$ cat src/hdl/open_loop_motor_startup_ramp_unit_macros.svh
// Assertion macros shared by the startup ramp unit.
`ifndef OPEN_LOOP_MOTOR_STARTUP_RAMP_UNIT_MACROS_SVH
`define OPEN_LOOP_MOTOR_STARTUP_RAMP_UNIT_MACROS_SVH

// Same-cycle implication, sampled on clk and held off during reset.
`define OLSR_ASSERT_NOW(label, ante, cons, msg) \
	label: assert property (@(posedge clk) disable iff (!arst_n) (ante) |-> (cons)) \
		else $error(msg);

// Next-cycle implication, sampled on clk and held off during reset.
`define OLSR_ASSERT_NEXT(label, ante, cons, msg) \
	label: assert property (@(posedge clk) disable iff (!arst_n) (ante) |=> (cons)) \
		else $error(msg);

`endif

$ cat src/hdl/olsr_pkg.sv
package olsr_pkg;

	// Operation codes of an input item.
	localparam logic [1:0] OP_TICK  = 2'd0;
	localparam logic [1:0] OP_START = 2'd1;
	localparam logic [1:0] OP_STOP  = 2'd2;

	// Sequencer modes.
	localparam logic [1:0] MODE_STOPPED  = 2'd0;
	localparam logic [1:0] MODE_ALIGNING = 2'd1;
	localparam logic [1:0] MODE_RUNNING  = 2'd2;
	localparam logic [1:0] MODE_FAULT    = 2'd3;

	// Configuration port.
	localparam int CFG_IDX_W  = 3;
	localparam int CFG_DATA_W = 20;
	localparam logic [CFG_IDX_W-1:0] CFG_ALIGN_VOLTAGE    = 3'd0;
	localparam logic [CFG_IDX_W-1:0] CFG_RUN_VOLTAGE      = 3'd1;
	localparam logic [CFG_IDX_W-1:0] CFG_ALIGN_TICKS      = 3'd2;
	localparam logic [CFG_IDX_W-1:0] CFG_START_FREQUENCY  = 3'd3;
	localparam logic [CFG_IDX_W-1:0] CFG_TARGET_FREQUENCY = 3'd4;
	localparam logic [CFG_IDX_W-1:0] CFG_RAMP_TICKS       = 3'd5;
	localparam logic [CFG_IDX_W-1:0] CFG_PWM_RATE_HZ      = 3'd6;

	// Register values after reset.
	localparam logic [14:0] RST_ALIGN_VOLTAGE    = 15'd983;
	localparam logic [14:0] RST_RUN_VOLTAGE      = 15'd1311;
	localparam logic [15:0] RST_ALIGN_TICKS      = 16'd5000;
	localparam logic [19:0] RST_START_FREQUENCY  = 20'd2000;
	localparam logic [19:0] RST_TARGET_FREQUENCY = 20'd10000;
	localparam logic [15:0] RST_RAMP_TICKS       = 16'd30000;
	localparam logic [16:0] RST_PWM_RATE_HZ      = 17'd20000;

	// Hertz to millihertz scale of the phase step divisor.
	localparam logic [9:0] MHZ_SCALE = 10'd1000;

	// Shared serial divider: 52-bit dividend, 27-bit divisor.
	localparam int DVD_W      = 52;
	localparam int DVSR_W     = 27;
	localparam int DIV1_STEPS = 36;
	localparam int DIV2_STEPS = 52;
	localparam int CNT_W      = 6;

	// Commands from the controller to the datapath.
	typedef struct packed {
		logic capture;
		logic eval;
		logic ramp_mul;
		logic ramp_hold;
		logic div1_load;
		logic div2_load;
		logic div_step;
		logic freq_upd;
		logic phase_upd;
		logic out_load;
	} olsr_cmd_t;

	// Status from the datapath to the controller.
	typedef struct packed {
		logic go;
		logic ramp_active;
		logic out_busy;
	} olsr_stat_t;

endpackage

$ cat src/hdl/open_loop_motor_startup_ramp_unit.sv
// Start, stop, refused and fault items and alignment ticks but the last go straight from
// evaluation to the output load; a tick inside the ramp runs the 36-step interpolation
// divide and then the 52-step phase step divide, and a later tick runs only the latter.
// One item at a time: the input reopens once the result is loaded, which waits while an
// earlier result is held. Reset: arst_n clears mode to stopped, all counters, phase and
// frequency, and loads the register defaults; no clearing pass follows.
`include "open_loop_motor_startup_ramp_unit_macros.svh"

module open_loop_motor_startup_ramp_unit (
	input  logic                                clk,
	input  logic                                arst_n,
	input  logic                                cfg_we,
	input  logic [olsr_pkg::CFG_IDX_W-1:0]      cfg_index,
	input  logic [olsr_pkg::CFG_DATA_W-1:0]     cfg_data,
	input  logic                                in_valid,
	output logic                                in_ready,
	input  logic [1:0]                          op,
	input  logic                                output_on,
	input  logic                                sample_ok,
	input  logic                                overcurrent,
	input  logic                                enable_ok,
	output logic                                out_valid,
	input  logic                                out_ready,
	output logic [1:0]                          mode,
	output logic [15:0]                         angle,
	output logic [19:0]                         frequency,
	output logic signed [15:0]                  volt_d,
	output logic signed [15:0]                  volt_q,
	output logic                                apply,
	output logic                                accepted,
	output logic                                enable_req,
	output logic                                disable_req,
	output logic                                estop_req
);

	olsr_pkg::olsr_cmd_t  cmd;
	olsr_pkg::olsr_stat_t stat;

	// Sequencing controller.
	olsr_ctrl u_ctrl (
		.clk      (clk),
		.arst_n   (arst_n),
		.in_valid (in_valid),
		.in_ready (in_ready),
		.stat     (stat),
		.cmd      (cmd)
	);

	// State, ramp arithmetic, divider and output register.
	olsr_dpath u_dpath (
		.clk         (clk),
		.arst_n      (arst_n),
		.cmd         (cmd),
		.stat        (stat),
		.cfg_we      (cfg_we),
		.cfg_index   (cfg_index),
		.cfg_data    (cfg_data),
		.op          (op),
		.output_on   (output_on),
		.sample_ok   (sample_ok),
		.overcurrent (overcurrent),
		.enable_ok   (enable_ok),
		.out_ready   (out_ready),
		.out_valid   (out_valid),
		.mode        (mode),
		.angle       (angle),
		.frequency   (frequency),
		.volt_d      (volt_d),
		.volt_q      (volt_q),
		.apply       (apply),
		.accepted    (accepted),
		.enable_req  (enable_req),
		.disable_req (disable_req),
		.estop_req   (estop_req)
	);

	// Only one item is in flight: a transfer in closes the input until the result is loaded.
	`OLSR_ASSERT_NEXT(a_one_in_flight, in_valid && in_ready, !in_ready, "second item taken while busy")
	// A result never drives both axes, and no voltage without apply.
	`OLSR_ASSERT_NOW(a_one_axis, out_valid, (volt_d == 16'sd0) || (volt_q == 16'sd0), "both axes driven")
	`OLSR_ASSERT_NOW(a_no_apply_zero, out_valid && !apply, (volt_d == 16'sd0) && (volt_q == 16'sd0), "voltage without apply")
	// An accepted start leaves the unit aligning with an enable request.
	`OLSR_ASSERT_NOW(a_start_ok, out_valid && accepted, (mode == olsr_pkg::MODE_ALIGNING) && enable_req, "accepted start not aligning")
	// An emergency stop only comes with the fault mode.
	`OLSR_ASSERT_NOW(a_estop_fault, out_valid && estop_req, mode == olsr_pkg::MODE_FAULT, "estop outside fault")

endmodule

$ cat src/hdl/olsr_ctrl.sv
module olsr_ctrl (
	input  logic                   clk,
	input  logic                   arst_n,
	input  logic                   in_valid,
	output logic                   in_ready,
	input  olsr_pkg::olsr_stat_t   stat,
	output olsr_pkg::olsr_cmd_t    cmd
);

	localparam logic [3:0] ST_IDLE  = 4'd0;
	localparam logic [3:0] ST_EVAL  = 4'd1;
	localparam logic [3:0] ST_CHK   = 4'd2;
	localparam logic [3:0] ST_LOAD1 = 4'd3;
	localparam logic [3:0] ST_DIV1  = 4'd4;
	localparam logic [3:0] ST_FREQ  = 4'd5;
	localparam logic [3:0] ST_LOAD2 = 4'd6;
	localparam logic [3:0] ST_DIV2  = 4'd7;
	localparam logic [3:0] ST_PHASE = 4'd8;
	localparam logic [3:0] ST_FIN   = 4'd9;

	localparam logic [olsr_pkg::CNT_W-1:0] DIV1_LAST =
		olsr_pkg::CNT_W'(olsr_pkg::DIV1_STEPS - 1);
	localparam logic [olsr_pkg::CNT_W-1:0] DIV2_LAST =
		olsr_pkg::CNT_W'(olsr_pkg::DIV2_STEPS - 1);

	logic [3:0]                   state_q;
	logic [3:0]                   state_d;
	logic [olsr_pkg::CNT_W-1:0]   cnt_q;
	logic [olsr_pkg::CNT_W-1:0]   cnt_d;

	assign in_ready = (state_q == ST_IDLE);

	// Next state and command decode.
	always_comb begin
		state_d = state_q;
		cnt_d   = cnt_q;
		cmd     = '0;
		unique case (state_q)
			ST_IDLE: begin
				if (in_valid) begin
					cmd.capture = 1'b1;
					state_d     = ST_EVAL;
				end
			end
			ST_EVAL: begin
				cmd.eval = 1'b1;
				state_d  = stat.go ? ST_CHK : ST_FIN;
			end
			ST_CHK: begin
				if (stat.ramp_active) begin
					cmd.ramp_mul = 1'b1;
					state_d      = ST_LOAD1;
				end else begin
					cmd.ramp_hold = 1'b1;
					state_d       = ST_LOAD2;
				end
			end
			ST_LOAD1: begin
				cmd.div1_load = 1'b1;
				cnt_d         = DIV1_LAST;
				state_d       = ST_DIV1;
			end
			ST_DIV1: begin
				cmd.div_step = 1'b1;
				if (cnt_q == '0) begin
					state_d = ST_FREQ;
				end else begin
					cnt_d = cnt_q - 1'b1;
				end
			end
			ST_FREQ: begin
				cmd.freq_upd = 1'b1;
				state_d      = ST_LOAD2;
			end
			ST_LOAD2: begin
				cmd.div2_load = 1'b1;
				cnt_d         = DIV2_LAST;
				state_d       = ST_DIV2;
			end
			ST_DIV2: begin
				cmd.div_step = 1'b1;
				if (cnt_q == '0) begin
					state_d = ST_PHASE;
				end else begin
					cnt_d = cnt_q - 1'b1;
				end
			end
			ST_PHASE: begin
				cmd.phase_upd = 1'b1;
				state_d       = ST_FIN;
			end
			ST_FIN: begin
				// Hand the result over once the output register is free.
				if (!stat.out_busy) begin
					cmd.out_load = 1'b1;
					state_d      = ST_IDLE;
				end
			end
			default: begin
				state_d = ST_IDLE;
			end
		endcase
	end

	always_ff @(posedge clk or negedge arst_n) begin
		if (!arst_n) begin
			state_q <= ST_IDLE;
			cnt_q   <= '0;
		end else begin
			state_q <= state_d;
			cnt_q   <= cnt_d;
		end
	end

endmodule

$ cat src/hdl/olsr_dpath.sv
module olsr_dpath (
	input  logic                                clk,
	input  logic                                arst_n,
	input  olsr_pkg::olsr_cmd_t                 cmd,
	output olsr_pkg::olsr_stat_t                stat,
	input  logic                                cfg_we,
	input  logic [olsr_pkg::CFG_IDX_W-1:0]      cfg_index,
	input  logic [olsr_pkg::CFG_DATA_W-1:0]     cfg_data,
	input  logic [1:0]                          op,
	input  logic                                output_on,
	input  logic                                sample_ok,
	input  logic                                overcurrent,
	input  logic                                enable_ok,
	input  logic                                out_ready,
	output logic                                out_valid,
	output logic [1:0]                          mode,
	output logic [15:0]                         angle,
	output logic [19:0]                         frequency,
	output logic signed [15:0]                  volt_d,
	output logic signed [15:0]                  volt_q,
	output logic                                apply,
	output logic                                accepted,
	output logic                                enable_req,
	output logic                                disable_req,
	output logic                                estop_req
);

	// Configuration registers.
	logic [14:0] align_voltage_q;
	logic [14:0] run_voltage_q;
	logic [15:0] align_ticks_q;
	logic [19:0] start_freq_q;
	logic [19:0] target_freq_q;
	logic [15:0] ramp_ticks_q;
	logic [16:0] pwm_rate_q;

	// Captured input item.
	logic [1:0]  op_q;
	logic        on_q;
	logic        sok_q;
	logic        oc_q;
	logic        eok_q;

	// Sequencer state and per-item flags.
	logic [1:0]  mode_q;
	logic [15:0] tick_q;
	logic [31:0] phase_q;
	logic [19:0] freq_q;
	logic [15:0] angle_q;
	logic [14:0] vd_q;
	logic [14:0] vq_q;
	logic        apply_q;
	logic        accepted_q;
	logic        en_q;
	logic        dis_q;
	logic        estop_q;

	// Ramp and divider datapath.
	logic [19:0]                        abs_diff;
	logic [35:0]                        prod_q;
	logic                               neg_q;
	logic [19:0]                        fcalc_q;
	logic [20:0]                        part;
	logic [20:0]                        fsum;
	logic [olsr_pkg::DVD_W-1:0]         dq_q;
	logic [olsr_pkg::DVSR_W-1:0]        rem_q;
	logic [olsr_pkg::DVSR_W-1:0]        dvsr_q;
	logic [olsr_pkg::DVSR_W:0]          trial;
	logic [olsr_pkg::DVSR_W+1:0]        sub;
	logic                               ge;
	logic [31:0]                        step;
	logic [31:0]                        phase_nxt;
	logic [15:0]                        tick_inc;
	logic                               align_done;

	// Output register.
	logic        out_valid_q;
	logic [1:0]  res_mode_q;
	logic [15:0] res_angle_q;
	logic [19:0] res_freq_q;
	logic [14:0] res_vd_q;
	logic [14:0] res_vq_q;
	logic        res_apply_q;
	logic        res_acc_q;
	logic        res_en_q;
	logic        res_dis_q;
	logic        res_estop_q;

	// Configuration writes; indexes outside the list are dropped.
	always_ff @(posedge clk or negedge arst_n) begin
		if (!arst_n) begin
			align_voltage_q <= olsr_pkg::RST_ALIGN_VOLTAGE;
			run_voltage_q   <= olsr_pkg::RST_RUN_VOLTAGE;
			align_ticks_q   <= olsr_pkg::RST_ALIGN_TICKS;
			start_freq_q    <= olsr_pkg::RST_START_FREQUENCY;
			target_freq_q   <= olsr_pkg::RST_TARGET_FREQUENCY;
			ramp_ticks_q    <= olsr_pkg::RST_RAMP_TICKS;
			pwm_rate_q      <= olsr_pkg::RST_PWM_RATE_HZ;
		end else if (cfg_we) begin
			unique case (cfg_index)
				olsr_pkg::CFG_ALIGN_VOLTAGE:    align_voltage_q <= cfg_data[14:0];
				olsr_pkg::CFG_RUN_VOLTAGE:      run_voltage_q   <= cfg_data[14:0];
				olsr_pkg::CFG_ALIGN_TICKS:      align_ticks_q   <= cfg_data[15:0];
				olsr_pkg::CFG_START_FREQUENCY:  start_freq_q    <= cfg_data[19:0];
				olsr_pkg::CFG_TARGET_FREQUENCY: target_freq_q   <= cfg_data[19:0];
				olsr_pkg::CFG_RAMP_TICKS:       ramp_ticks_q    <= cfg_data[15:0];
				olsr_pkg::CFG_PWM_RATE_HZ:      pwm_rate_q      <= cfg_data[16:0];
				default: begin
				end
			endcase
		end
	end

	// Input item capture at the transfer.
	always_ff @(posedge clk) begin
		if (cmd.capture) begin
			op_q  <= op;
			on_q  <= output_on;
			sok_q <= sample_ok;
			oc_q  <= overcurrent;
			eok_q <= enable_ok;
		end
	end

	// Decision and status toward the controller.
	assign tick_inc   = tick_q + 16'd1;
	assign align_done = (tick_inc >= align_ticks_q);

	assign stat.go = (op_q == olsr_pkg::OP_TICK) && on_q &&
		((mode_q == olsr_pkg::MODE_RUNNING) ||
		 ((mode_q == olsr_pkg::MODE_ALIGNING) && align_done));
	assign stat.ramp_active = (tick_q < ramp_ticks_q);
	assign stat.out_busy    = out_valid_q && !out_ready;

	// Interpolated frequency: the magnitude quotient takes the sign of the slope,
	// which truncates toward zero.
	assign abs_diff = (target_freq_q < start_freq_q) ? (start_freq_q - target_freq_q)
		: (target_freq_q - start_freq_q);
	assign part = neg_q ? (21'd0 - {1'b0, dq_q[19:0]}) : {1'b0, dq_q[19:0]};
	assign fsum = {1'b0, start_freq_q} + part;

	// One restoring division step per cycle.
	assign trial = {rem_q, dq_q[olsr_pkg::DVD_W-1]};
	assign sub   = {1'b0, trial} - {2'b00, dvsr_q};
	assign ge    = !sub[olsr_pkg::DVSR_W+1];

	// A zero tick rate gives no phase advance.
	assign step      = (pwm_rate_q == '0) ? 32'd0 : dq_q[31:0];
	assign phase_nxt = phase_q + step;

	always_ff @(posedge clk) begin
		if (cmd.ramp_mul) begin
			prod_q <= {16'd0, abs_diff} * {20'd0, tick_q};
			neg_q  <= (target_freq_q < start_freq_q);
		end
		if (cmd.ramp_hold) begin
			fcalc_q <= target_freq_q;
		end else if (cmd.freq_upd) begin
			fcalc_q <= fsum[19:0];
		end
		if (cmd.div1_load) begin
			dq_q   <= {prod_q, 16'd0};
			rem_q  <= '0;
			dvsr_q <= {11'd0, ramp_ticks_q};
		end else if (cmd.div2_load) begin
			dq_q   <= {fcalc_q, 32'd0};
			rem_q  <= '0;
			dvsr_q <= {10'd0, pwm_rate_q} * {17'd0, olsr_pkg::MHZ_SCALE};
		end else if (cmd.div_step) begin
			dq_q  <= {dq_q[olsr_pkg::DVD_W-2:0], ge};
			rem_q <= ge ? sub[olsr_pkg::DVSR_W-1:0] : trial[olsr_pkg::DVSR_W-1:0];
		end
	end

	// Sequencer state update.
	always_ff @(posedge clk or negedge arst_n) begin
		if (!arst_n) begin
			mode_q     <= olsr_pkg::MODE_STOPPED;
			tick_q     <= '0;
			phase_q    <= '0;
			freq_q     <= '0;
			angle_q    <= '0;
			vd_q       <= '0;
			vq_q       <= '0;
			apply_q    <= 1'b0;
			accepted_q <= 1'b0;
			en_q       <= 1'b0;
			dis_q      <= 1'b0;
			estop_q    <= 1'b0;
		end else if (cmd.eval) begin
			vd_q       <= '0;
			vq_q       <= '0;
			apply_q    <= 1'b0;
			accepted_q <= 1'b0;
			en_q       <= 1'b0;
			dis_q      <= 1'b0;
			estop_q    <= 1'b0;
			unique case (op_q)
				olsr_pkg::OP_START: begin
					if (sok_q && !oc_q && !on_q) begin
						phase_q <= '0;
						tick_q  <= '0;
						freq_q  <= '0;
						angle_q <= '0;
						vd_q    <= align_voltage_q;
						apply_q <= 1'b1;
						en_q    <= 1'b1;
						if (eok_q) begin
							mode_q     <= olsr_pkg::MODE_ALIGNING;
							accepted_q <= 1'b1;
						end else begin
							mode_q  <= olsr_pkg::MODE_FAULT;
							estop_q <= 1'b1;
						end
					end
				end
				olsr_pkg::OP_STOP: begin
					dis_q  <= 1'b1;
					mode_q <= olsr_pkg::MODE_STOPPED;
					freq_q <= '0;
				end
				olsr_pkg::OP_TICK: begin
					if ((mode_q == olsr_pkg::MODE_ALIGNING) ||
						(mode_q == olsr_pkg::MODE_RUNNING)) begin
						if (!on_q) begin
							mode_q <= olsr_pkg::MODE_FAULT;
						end else if (mode_q == olsr_pkg::MODE_ALIGNING) begin
							if (align_done) begin
								tick_q <= '0;
								mode_q <= olsr_pkg::MODE_RUNNING;
							end else begin
								tick_q <= tick_inc;
							end
						end
					end
				end
				default: begin
				end
			endcase
		end else if (cmd.freq_upd) begin
			tick_q <= tick_inc;
		end else if (cmd.phase_upd) begin
			phase_q <= phase_nxt;
			angle_q <= phase_nxt[31:16];
			freq_q  <= fcalc_q;
			vq_q    <= run_voltage_q;
			apply_q <= 1'b1;
		end
	end

	// Output register and its valid flag.
	always_ff @(posedge clk or negedge arst_n) begin
		if (!arst_n) begin
			out_valid_q <= 1'b0;
		end else if (cmd.out_load) begin
			out_valid_q <= 1'b1;
		end else if (out_ready) begin
			out_valid_q <= 1'b0;
		end
	end

	always_ff @(posedge clk) begin
		if (cmd.out_load) begin
			res_mode_q  <= mode_q;
			res_angle_q <= angle_q;
			res_freq_q  <= freq_q;
			res_vd_q    <= vd_q;
			res_vq_q    <= vq_q;
			res_apply_q <= apply_q;
			res_acc_q   <= accepted_q;
			res_en_q    <= en_q;
			res_dis_q   <= dis_q;
			res_estop_q <= estop_q;
		end
	end

	assign out_valid   = out_valid_q;
	assign mode        = res_mode_q;
	assign angle       = res_angle_q;
	assign frequency   = res_freq_q;
	assign volt_d      = signed'({1'b0, res_vd_q});
	assign volt_q      = signed'({1'b0, res_vq_q});
	assign apply       = res_apply_q;
	assign accepted    = res_acc_q;
	assign enable_req  = res_en_q;
	assign disable_req = res_dis_q;
	assign estop_req   = res_estop_q;

endmodule
$ cat config.mk
export PLATFORM = sky130hd
export DESIGN_NAME = open_loop_motor_startup_ramp_unit
export DESIGN_NICKNAME = d
export VERILOG_FILES = /design/src/hdl/olsr_pkg.sv /design/src/hdl/open_loop_motor_startup_ramp_unit.sv /design/src/hdl/olsr_ctrl.sv /design/src/hdl/olsr_dpath.sv
export VERILOG_INCLUDE_DIRS = /design/src /design/src/hdl
export SDC_FILE = /design/constraint.sdc
export NUM_CORES = 2
export LEC_CHECK = 0
export BUFFER_PORTS_ARGS = -buffer_cell sky130_fd_sc_hd__clkbuf_2
export CORE_MARGIN = 5
export CORE_UTILIZATION = 60
export CTS_BUF_LIST = sky130_fd_sc_hd__clkbuf_2 sky130_fd_sc_hd__clkbuf_4 sky130_fd_sc_hd__clkbuf_8
export DETAILED_ROUTE_END_ITERATION = 16
export GPL_TIMING_DRIVEN = 0
export HOLD_SLACK_MARGIN = 0.1
export PLACE_DENSITY = 0.85
export SLEW_MARGIN = 40
export SYNTH_ARGS = -nofsm -noshare
export SYNTH_HDL_FRONTEND = slang
export SYNTH_HIERARCHICAL = 1
export SYNTH_SLANG_ARGS = --single-unit
$ cat constraint.sdc
create_clock -name clk -period 11.9 [get_ports clk]
set_input_delay 3.57 -clock clk [delete_from_list [all_inputs] [get_ports clk]]
set_output_delay 3.57 -clock clk [all_outputs]
set_load 0.05 [all_outputs]
# Yosys cells after proc, flatten, opt, wreduce, memory -nomap -nowiden
# Index checks and enable logic that the tools add are counted.
# classes
n_addsub	8
n_mul	2
order_cmp	3
n_eq_ne	37
mux	81
reduce_logical	41
# ops
operator	n
$mux W16	13
$mux W32	6
$mux W20	8
$mux W52	3
$mux W15	5
$pmux W20 S2	1
$pmux W4 S10	1
$sub A20 B20 Y20	2
$mul A20 B16 Y36	1
$add A32 B32 Y32	1
$pmux W16 S2	1
$sub A28 B27 Y29	1
$mux W27	1
$mux W1	26
$mul A17 B7 Y24 const B	1
$add A20 B20 Y20	1
$lt A20 B20 Y1	1
$mux W4	5
$sub A1 B20 Y20 const A	1
$pmux W6 S3	1
$reduce_and A2 Y1	9
$logic_not A17 Y1	1
$add A16 B1 Y16 const B	1
$eq A4 B3 Y1 const B	4
other kinds (32)	77
# word_totals
regBits	493
inputBits	34
out_inout_bits	77
wordCells	217

# Logic depth before layout (Yosys ltp)
# logic_depth
word_depth	8
ltp_mapped	37

# Modules after synthesis
# The synthesis kept the hierarchy.
# modules_own_cells
module	instances	cells_per_inst	area_per_inst_um2	seq_area_each_um2
olsr_dpath	1	3768	38164.1	12410.7
olsr_ctrl	1	93	763.2	250.2

# Least setup slack after synthesis
# No wires, ideal clock.
# synth_timing
kind	input -> register
from	input out_ready
to	register u_dpath.out_valid_q (netlist: u_dpath/out_valid)
setup_ns	0.094
arrival_time_ns	9.166
setup_slack_ns	2.640
cell_stages	3
path_cell_list	nor2b_1 > nor3_1 > or2_2
# synth_lines
element	line	source
start: declaration	open_loop_motor_startup_ramp_unit.sv:23	input logic out_ready,
end signal: assignment	olsr_dpath.sv:254	out_valid_q <= 1'b0;
end signal: assignment	olsr_dpath.sv:256	out_valid_q <= 1'b1;
end signal: assignment	olsr_dpath.sv:258	out_valid_q <= 1'b0;
end: declaration	olsr_dpath.sv:77	logic out_valid_q;

# Worst setup path in the final report
# layout_timing
from	register u_dpath.target_freq_q[0]
to	register u_dpath.prod_q[26], data pin
# layout_via
elab_chain_cells	3
elab_cells_between_ends	5
cone_classes	add/sub: 2; mul: 1; order compare: 1; mux: 1
# layout_rtl
element	line	source
start: declaration	olsr_dpath.sv:33	logic [19:0] target_freq_q;
start signal: assignment	olsr_dpath.sv:96	target_freq_q <= olsr_pkg::RST_TARGET_FREQUENCY;
start signal: assignment	olsr_dpath.sv:105	olsr_pkg::CFG_TARGET_FREQUENCY: target_freq_q <= cfg_data[19:0];
$sub A20 B20 Y20 (tied with other cells)	olsr_dpath.sv:138	: (target_freq_q - start_freq_q);
$mux W20 (*)	olsr_dpath.sv:137	assign abs_diff = (target_freq_q < start_freq_q) ? (start_freq_q - target_freq_q)
$mul A20 B16 Y36 (*)	olsr_dpath.sv:153	prod_q <= {16'd0, abs_diff} * {20'd0, tick_q};
end signal: assignment	olsr_dpath.sv:153	
end: declaration	olsr_dpath.sv:60	logic [35:0] prod_q;
# Every way passes the cells marked *; elsewhere a longest branch is shown, timed or not.
# A chain may end at the register's enable or synchronous reset.

==> impl_metrics.ini <==
[clocking]
clk_latency_ns = 0.70
cts-resized-gates = 0
hold_buffers = 0
cts.clk_slew.worst_paths_ns = 0.07
clock_path_buffers = 3
clock_sinks = 477
postCtsSetupBuffers = 0
h-tree-depth = 3
cts_root_buffer = clkbuf_8
cts_made_buffers = 77
cts_tree = built

[pwr]
internal-power_uw = 6110
p_sw_uw = 5940
peakVddDrop_mv = 0.375
p_seq_frac = 0.225
pwr-share-clk = 0.132
p_per_area_nw_per_um2 = 283
total_power_uw = 12100
p_sw_frac = 0.493
comb_power_share = 0.643
leakage_uw = 0.0201

[detailed_routing]
post_drt_via_cell_ratio = 6.04
highest_layer = met5
wl_met2_mm = 50.5
vias = 30100
drt-initial-drc-count = 3073
wl_per_cell_um = 22.1
met3WireLength_mm = 10.3
ant_nets = 0
drc = 0
wl_met1_mm = 43.5
drt-pass1-iter-count = 5
routed_wl_mm = 110

[synth]
synthDistinctLibCells = 105
seq_area_frac_synth = 0.325
synth_edf_count = 188
yosysTopAreaCell = fa_1
yosysWarnings = 6
async_flop_share = 0.493
avgSynthCellArea_um2 = 10.1
ys_top_cells_by_area = fa_1 16%, edfxtp_1 15%, dfrtp_1 12%, ha_1 10%, inv_1 5.1%
ys.flop_type = dfrtp_1
synth_top_area_frac = 0.161
synth.cell_area_um2 = 38900
yosys-top-cells-count = 526 x inv_1, 392 x nand2_1, 323 x ha_1
yosysMostFrequentCell = inv_1
syn_inst = 3861
synth-seq-cells = 477

[final_layout]
fillers = 4714
finalNonFillerCells = 4988
drive_gt1_frac = 0.134
final_nets = 4736
utilization = 0.662
synthToLayoutAreaGrowth_pct = 9.39

[floorplan]
io-pin-count = 111
dieHeight_um = 265
core_um2 = 64300
initial_core_util = 0.605
dieArea_um2 = 70100
rows = 93
die_width_um = 265

[setup_path]
worstSetupPathType = flip-flop to flip-flop
crit_fanout = 10
startpoint_type = flip-flop
rrSetupSlack_ns = 1.77
cp-end-kind = flip-flop
r2r_start = u_dpath/target_freq_q[0]$_DFFE_PN0P_
slowest_stage = xnor2_1
cpPeakStageDelay_ns = 0.71
startpoint = u_dpath/target_freq_q[0]$_DFFE_PN0P_
cp_data_required_time_ns = 12.30
arrival_ns = 10.52

[timing]
fin_crit_sh = 0.851
hold_viol_final = 0
layout_min_cycle_time_ns = 10.13
rsz0062_at_grt = false
final_max_slew_viol_count = 0
worst_pin_slew_ns = 0.902
finalSetupTns_ns = 0
slew-limit-headroom = 0.394
setup-violations-final = 0
skew_ns = 0.0407
fmax_mhz = 98.8
worst_slack_ns = 1.77

[placement]
port_buffers = 107
place_ws_ns = 2.06
hpwl_mm = 85.3
gp_congestion = 0.976
dp.cells = 4842

[outcome]
outcome = finished, final reports clean

[grt]
antenna_found_initial = 5
grt_overflow_total = 0
grt_first_pass_wirelength_mm = 170
grt_max_degree = 73
track_usage = 0.309
grt_pass1_vias = 30200

[hold_path]
worstHoldStart = u_dpath/vd_q[5]$_DFFE_PN0P_
hold_path_class = flip-flop to flip-flop

[flow_run]
max_cap_violations = 0
-- critical path: cells and delay by family (launching register included) --
family / cells / cell delay [ns]
AO/OA/AOI/OAI: 7 / 1.81
XOR/XNOR: 2 / 1.22
adder cells (fa/ha/maj): 9 / 4.10
buffers and inverters: 10 / 1.11
flip-flops: 1 / 0.46
AND/OR/NAND/NOR: 6 / 1.13
-- flip-flops by register name (all words and copies together), names as in the netlist, 16 cells and up --
name,count
u_dpath/target_freq_q,20
u_dpath/dq_q,52
u_dpath/align_ticks_q,16
u_dpath/rem_q,27
u_dpath/freq_q,20
u_dpath/tick_q,16
u_dpath/ramp_ticks_q,16
u_dpath/prod_q,36
u_dpath/frequency,20
u_dpath/fcalc_q,20
u_dpath/angle,16
u_dpath/pwm_rate_q,17
u_dpath/dvsr_q,27
u_dpath/phase_q,32
u_dpath/start_freq_q,20
-- placed cells by master, fill, tap and decap left out, types with 23 or more instances in the layout --
cell type / synthesis / final
mux2i_1: 42 / 42
dfstp_2: 43 / 43
inv_1: 526 / 525
nor3_1: 36 / 32
fa_1: 313 / 313
nor2b_1: 60 / 60
nor2_1: 118 / 116
a21o_1: 83 / 83
and2_1: 144 / 144
dfrtp_1: 192 / 192
ha_1: 323 / 323
xnor2_1: 104 / 101
o21ai_0: 207 / 206
buf_2: 19 / 27
and3_1: 25 / 25
nand2b_1: 49 / 49
clkbuf_4: 0 / 23
clkbuf_1: 103 / 102
xor2_1: 54 / 54
clkbuf_2: 0 / 107
edfxtp_1: 188 / 188
mux2_2: 98 / 98
a21oi_1: 146 / 145
o21a_1: 23 / 23
dfxtp_1: 54 / 54
a22o_1: 87 / 87
clkbuf_8: 0 / 93
nand3_1: 53 / 53
nand2_1: 392 / 392
-- through the flow --
stage | hold slack (ns) | cell area (µm²)
6_report | 0.444 | 42600
5_1_grt | 0.456 | 42600
4_1_cts | 0.448 | 42600
3_5_place_dp | 0.433 | 40800
3_3_place_gp | 0.432 | 40500
2_1_floorplan | 0.425 | 38900
-- final timing paths --
check,to,cells after the start
max in group asynchronous,u_dpath/align_voltage_q[6]$_DFFE_PN1P_,3
hold reg to reg,u_dpath/res_vd_q[5]$_DFFE_PP_,0
hold / removal,u_dpath/res_vd_q[5]$_DFFE_PP_,0
setup / recovery,u_dpath/prod_q[26]$_DFFE_PP_,34
setup reg to reg,u_dpath/prod_q[26]$_DFFE_PP_,34
min in group asynchronous,u_dpath/phase_q[26]$_DFFE_PN0P_,1
-- layout make-up --
type,instances,area [µm²],area share
Inverter,528,1990,0.0466
Multi-Input combinational cell,2690,23500,0.551
Buffer,167,892,0.0210
Tap cell,855,1070,0.0251
Timing Repair Buffer,125,732,0.0172
Clock buffer,115,1440,0.0338
Sequential cell,477,12700,0.297
Antenna cell,2,5.00,0.000118
Clock inverter,29,325,0.00764
-- cell families (layout without fill, tap and decap cells) --
family | after synthesis | count (layout) | share of synthesized area
other cells | 1 | 4 | 0.0000963
flops | 477 | 477 | 0.325
compound gates | 770 | 770 | 0.135
xor+xnor | 163 | 163 | 0.0376
fa+ha+maj | 636 | 636 | 0.265
simple gates | 977 | 977 | 0.124
mux | 142 | 142 | 0.0399
buf+inv | 695 | 964 | 0.0739
-- power by group through the flow --
stage / combinational, µW / clock (µW) / sequential [µW]
after global routing: 8430 / 1680 / 2740
final: 7750 / 1590 / 2710
after global placement: 7160 / 0 / 2720
after floorplan: 5280 / 0 / 2770
after detailed placement: 7460 / 0 / 2710
after CTS: 7560 / 1610 / 2690
-- metal layers --
| layer | up-vias | global-route usage |
|---|---|---|
| li1 | 13400 | - |
| met1 | 14800 | 0.409 |
| met2 | 1596 | 0.491 |
| met3 | 351 | 0.0649 |
| met4 | 4 | 0.145 |
| met5 | - | 0 |
No activity file was read; power rests on OpenSTA's default activity.
